===== src/sv/lbm_pkg.sv =====
// Shared types, constants and arithmetic helpers of the D2Q9 cell update.
package lbm_pkg;

  localparam int unsigned NDIR = 9;

  // Direction slots, in the order of the distributions on the ports.
  localparam int unsigned D_REST = 0;
  localparam int unsigned D_E    = 1;
  localparam int unsigned D_N    = 2;
  localparam int unsigned D_W    = 3;
  localparam int unsigned D_S    = 4;
  localparam int unsigned D_NE   = 5;
  localparam int unsigned D_NW   = 6;
  localparam int unsigned D_SW   = 7;
  localparam int unsigned D_SE   = 8;

  // Configuration register indexes.
  localparam logic [1:0] REG_DENSITY = 2'd0;
  localparam logic [1:0] REG_ACCEL   = 2'd1;
  localparam logic [1:0] REG_OMEGA   = 2'd2;

  localparam logic [30:0] DENSITY_RST = 31'd26843546;
  localparam logic [28:0] ACCEL_RST   = 29'd1342177;
  localparam logic [29:0] OMEGA_RST   = 30'd496599859;

  localparam logic signed [47:0] Q_ONE  = 48'sd268435456;
  localparam logic signed [63:0] W_REST = 64'sd119304647;
  localparam logic signed [63:0] W_AXIS = 64'sd29826162;
  localparam logic signed [63:0] W_DIAG = 64'sd7456540;

  // ceil(2^33 / 9): floor(p * RECIP9 / 2^33) equals floor(p / 9) for any 32-bit p.
  localparam logic [63:0] RECIP9 = 64'd954437177;

  // Pipeline depth figures.
  localparam int unsigned DIV_STEPS = 16;
  localparam int unsigned DIV_LAT   = DIV_STEPS + 2;
  localparam int unsigned NSTAGE    = 25;
  localparam int unsigned NITEM     = NSTAGE - 1;

  typedef logic [8:0][31:0] dist_t;

  typedef struct packed {
    logic               op;
    logic               obst;
    dist_t              f;
    logic signed [35:0] rho;
    logic [31:0]        p;
    logic [31:0]        a1;
  } item_t;

  function automatic logic signed [31:0] sat32(input logic signed [47:0] x);
    logic signed [31:0] r;
    if (x > 48'sd2147483647) begin
      r = 32'sh7FFFFFFF;
    end else if (x < -48'sd2147483648) begin
      r = 32'sh80000000;
    end else begin
      r = x[31:0];
    end
    return r;
  endfunction

  // Equilibrium bracket for one moving direction: 1 + 4.5 u^2 - 1.5 |u|^2 + 3 u.
  function automatic logic signed [31:0] term_of(input logic signed [32:0] u,
                                                 input logic [34:0] squ,
                                                 input logic [36:0] usq);
    logic signed [47:0] nine_half;
    logic signed [47:0] acc;
    nine_half = $signed({13'b0, squ}) * 48'sd9;
    nine_half = nine_half >>> 1;
    acc = Q_ONE + nine_half - $signed({11'b0, usq}) + 48'sd3 * 48'(u);
    return sat32(acc);
  endfunction

endpackage


===== src/sv/lbm_div.sv =====
// Pipelined signed fractional divider: sat32(num * 2^28 / den), zero for den <= 0.
module lbm_div (
  input  logic               clk,
  input  logic               en,
  input  logic signed [35:0] num,
  input  logic signed [35:0] den,
  output logic signed [31:0] quo
);
  import lbm_pkg::*;

  logic [34:0] rem  [DIV_STEPS+1];
  logic [30:0] qbit [DIV_STEPS+1];
  logic [34:0] dv   [DIV_STEPS+1];
  logic [2:0]  mlo  [DIV_STEPS+1];
  logic        neg  [DIV_STEPS+1];
  logic        ovf  [DIV_STEPS+1];
  logic        zero [DIV_STEPS+1];

  logic [35:0] mag;
  logic        den_bad;

  // One restoring step: shift in a numerator bit, subtract when it fits.
  function automatic logic [35:0] dstep(input logic [34:0] r, input logic [34:0] d,
                                        input logic b);
    logic [35:0] t;
    logic [35:0] res;
    t = {r, b};
    if (t >= {1'b0, d}) begin
      t = t - {1'b0, d};
      res = {1'b1, t[34:0]};
    end else begin
      res = {1'b0, t[34:0]};
    end
    return res;
  endfunction

  // Numerator is |num| shifted up by 28, so only bits 30..28 below the
  // initial remainder are non-zero.
  function automatic logic nbit(input logic [2:0] lo, input int i);
    logic b;
    if (i >= 28) begin
      b = lo[i-28];
    end else begin
      b = 1'b0;
    end
    return b;
  endfunction

  assign mag     = num[35] ? 36'(-num) : 36'(num);
  assign den_bad = (den <= 36'sd0);

  always_ff @(posedge clk) begin
    if (en) begin
      rem[0]  <= 35'(mag >> 3);
      qbit[0] <= '0;
      dv[0]   <= den[34:0];
      mlo[0]  <= mag[2:0];
      neg[0]  <= num[35];
      zero[0] <= den_bad;
      ovf[0]  <= ({2'b0, mag} >= {den[34:0], 3'b0});
    end
  end

  for (genvar j = 0; j < DIV_STEPS; j++) begin : g_step
    localparam int BA = 30 - 2 * j;
    localparam int BB = 29 - 2 * j;
    logic [35:0] s1;
    logic [35:0] s2;
    logic [30:0] qn;

    always_comb begin
      s1 = dstep(rem[j], dv[j], nbit(mlo[j], BA));
      qn = qbit[j];
      qn[BA] = s1[35];
      s2 = s1;
      if (BB >= 0) begin
        s2 = dstep(s1[34:0], dv[j], nbit(mlo[j], BB));
        qn[(BB >= 0) ? BB : 0] = s2[35];
      end
    end

    always_ff @(posedge clk) begin
      if (en) begin
        rem[j+1]  <= s2[34:0];
        qbit[j+1] <= qn;
        dv[j+1]   <= dv[j];
        mlo[j+1]  <= mlo[j];
        neg[j+1]  <= neg[j];
        ovf[j+1]  <= ovf[j];
        zero[j+1] <= zero[j];
      end
    end
  end

  always_ff @(posedge clk) begin
    if (en) begin
      if (zero[DIV_STEPS]) begin
        quo <= '0;
      end else if (ovf[DIV_STEPS]) begin
        quo <= neg[DIV_STEPS] ? 32'sh80000000 : 32'sh7FFFFFFF;
      end else if (neg[DIV_STEPS]) begin
        quo <= -$signed({1'b0, qbit[DIV_STEPS]});
      end else begin
        quo <= $signed({1'b0, qbit[DIV_STEPS]});
      end
    end
  end

endmodule


===== config.mk =====
export PLATFORM = sky130hd
export DESIGN_NAME = lbm_div
export DESIGN_NICKNAME = d
export VERILOG_FILES = /design/src/sv/lbm_pkg.sv /design/src/sv/lbm_div.sv
export SDC_FILE = /design/constraint.sdc
export NUM_CORES = 2
export LEC_CHECK = 0
export BUFFER_PORTS_ARGS = -buffer_cell sky130_fd_sc_hd__buf_2
export CAP_MARGIN = 20
export CORE_MARGIN = 2
export CORE_UTILIZATION = 55
export CTS_CLUSTER_SIZE = 10
export DETAILED_ROUTE_END_ITERATION = 7
export PLACE_DENSITY = 0.8
export SLEW_MARGIN = 0
export SYNTH_ARGS = -nofsm -noshare
export SYNTH_HDL_FRONTEND = slang
export SYNTH_SLANG_ARGS = --single-unit

===== constraint.sdc =====
create_clock -name clk -period 10.1 [get_ports clk]
set_input_delay 3.03 -clock clk [delete_from_list [all_inputs] [get_ports clk]]
set_output_delay 3.03 -clock clk [all_outputs]
set_load 0.01 [all_outputs]

==> results.md <==
| Result | This run |
|---|---|
| Crit path buffers/inverters | 3 |
| Num ports | 106 |
| Critical path startpoint | rem[0][216] |
| Fmax | 106 MHz |
| Die Ht | 455 um |
| Final estimated routing congestion in global placement | 0.960 |
| Slowest stage cell, crit path | o31ai_1 |
| Clock tree from TritonCTS | yes |
| Drt first pass iters | 7 |
| Clock network latency to the later pin of the worst-skew pair | 880 ps |
| Maximum fanout count along the critical path | 43 |
| Unrepaired setup endpoints after global routing | no |
| Residual antenna-violating net count after detailed routing | 0 |
| Worst Setup EP | rem[0][273] |
| Post-CTS clock slew at the launch and capture registers of the worst setup and hold paths | 60 ps |
| DR vias | 87400 |
| Initial cell density of the core | 55.3% |
| Core region area | 202000 um^2 |
| Distinct cell type count of the synthesized netlist | 97 |
| Stages on the worst setup path | 23 |
| Cell type with the largest total area after synthesis | edfxtp_1 |
| Initial antenna violation count | 16 |
| Run status | finished clean |
| Pin count of the biggest net entering global routing | 199 |
| Die Wd | 455 um |
| Cell area after synthesis | 112000 um^2 |
| EDFF count, synth | 1476 |
| Final-report hold violation count | 0 |
| Worst Reg2Reg Path Length in Cells | 23 |
| Clock Tree Root | clkbuf_16 |
| Clock tree buffer depth | 3 |
| Number of pins exceeding their max-slew limit in the final report | 0 |
| Max Cap Viol | 0 |
| #FFs+latches synth | 1476 |
| Post-Route WL | 311000 um |
| Area added between synthesis and finish | 7.86% |
| Worst hold slack across all endpoints | 400 ps |
| Leading cell types by total area after synthesis | edfxtp_1, ha_1, mux2_2 |
| Top FF cell, synth | edfxtp_1 |
| Post-synthesis async set-or-reset flop share | 0% |
| Buffers inserted during post-CTS setup optimization | 0 |
| CP max stage delay | 820 ps |
| Number of buffer cells added on primary ports | 105 |
| Number of violations reported at the end of detailed-routing iteration 0 | 8459 |
| Skew final | 60.6 ps |
| Worst hold-check path type | flop to flop |
| Number of global-route vias before repair | 83700 |
| Share of synthesized area occupied by flip-flops and latches | 39.6% |
| Series of cell instances along the critical path | ha_1, nand2_1, nor3_1, o21ai_0, o21ai_0, a221o_1, a21oi_1, o311ai_0, nand2_1, inv_1, mux2_2, ha_1, and3_1, a22o_1, a211o_1, o31ai_1, o311ai_0, a41oi_1, nand2b_1, and2_1, buf_4, clkinv_1, mux2_2 |
| Number of vias per cell after detailed routing | 6.21 |
| Data arrival time of the critical path | 9960 ps |
| GRT Overall Usage | 29.3% |
| Nature of the critical path startpoint | flop |
| Setup TNS Final | 0 ps |
| Std-Cell Rows | 165 |
| Post-cts repair resize count | 0 |
| Setup crit end kind | flop |
| CP Data Required Time | 10670 ps |
| Yosys top cell area share | 39.6% |
| Most frequent standard cell in the layout excluding fill and tap cells | edfxtp_1 |
| Category of the critical setup timing path | flop to flop |
| Highest-count cells in the layout ignoring fill and taps | edfxtp_1, ha_1, a21oi_1, inv_1, nand2_1 |
| Worst slew margin relative to its limit | 22.4% |
| Time the final worst path needs with I/O delays and setup | 9390 ps |
| Total number of H-tree levels | 4 |
| TritonCTS Buffers | 177 |
| Per-cell routed wire length | 22.1 um |
| Worst flop-to-flop path endpoint | rem[0][273] |
| Hpwl dp | 243000 um |
| Yosys warning count | 0 |
| Beginning of the worst register-to-register path | rem[0][216] |
| Synthesized net count | 12400 |
| Wire length of the first global-routing pass | 478000 um |
| Dominant delay contributor by cell family on the critical path | compound AO/OA/AOI/OAI gates |
| Crit share post-route | 93.0% |
| Least-Margin Pin Slew | 1160 ps |
| Synth Instances | 11200 |
| Fraction of final layout cells with drive strength greater than 1 | 9.33% |
| Post-layout nets | 12500 |
| Hold buffer count at CTS | 0 |
| Area enclosed by the die boundary | 207000 um^2 |
| Setup violation total in the final timing report | 0 |
| DR DRC count | 0 |
| Mean Syn Cell Area | 9.98 um^2 |
| Worst-case register-to-register setup slack | 710 ps |
| Overflow left after global routing | 0 |
| Number of clock sinks seen by CTS | 1476 |
==> cell type report <==
class | count | area (um^2)
Tap cell | 2672 | 3340
Fill cell | 16700 | 81500
Sequential cell | 1476 | 44300
Clock buffer | 201 | 4520
Inverter | 865 | 3250
Multi-Input combinational cell | 8620 | 63400
Clock inverter | 51 | 689
Antenna cell | 9 | 22.5
Timing Repair Buffer | 167 | 1100
==> synth_stat cells, types with 53 or more instances <==
cell type	number
o21a_1	154
nor2_1	705
xnor2_1	640
mux2_2	537
or3_1	55
inv_1	862
o21ai_0	658
ha_1	1105
a21o_1	622
and2_1	53
a211oi_1	70
nor3_1	138
o31ai_1	82
edfxtp_1	1476
a31oi_1	101
clkbuf_1	183
nand2_1	755
nand2b_1	125
o21bai_1	136
nand4_1	130
a21oi_1	1029
xor2_1	298
nor2b_1	123
and3_1	96
nand3_1	197
==> through the flow <==
step,setup slack (ps),util [%],std cells,cell area (um^2)
2_1_floorplan,3040,-,11200,112000
3_3_place_gp,1420,57.1,13800,115000
3_5_place_dp,1100,57.1,13800,115000
4_1_cts,1010,59.7,14100,121000
5_1_grt,51.6,59.7,14100,121000
6_report,708,59.7,14100,121000
==> cells by family after synthesis <==
family	Yosys count	synth area share, %
AOI/OAI and AO/OA	3359	19.2
and+or+nand+nor	2586	11.0
DFF	1476	39.6
adders and majority gates	1122	12.7
buffers and inverters	1111	3.84
xor gates and xnor gates	938	7.34
muxes	615	6.25
==> registers in the layout (all words and copies together) (netlist names) <==
register,flops
mlo,4
qbit,271
ovf,17
rem,558
neg,17
dv,560
quo,32
zero,17
==> metal layers <==
layer / global-route usage (%) / wire (um)
met1: 40.9 / 139000
met2: 46.9 / 142000
met3: 4.02 / 19700
met4: 9.96 / 10500
met5: 0 / 29
==> worst min-delay path by stage <==
stage                     cells after the start      endpoint         start  slack (ps)
after floorplan                               0     mlo[0][3]     mlo[0][0]         400
after global placement                        0    ovf[0][12]    ovf[0][11]         400
after detailed placement                      0     ovf[1][0]    ovf[0][15]         400
after CTS                                     0   qbit[2][12]  qbit[1][229]         400
after global routing                          0  qbit[1][233]  qbit[1][202]         400
final                                         0   qbit[2][12]  qbit[1][229]         400
Power is not shown: default switching activity piles up to over one toggle a cycle in this logic, so the estimate is an artifact.
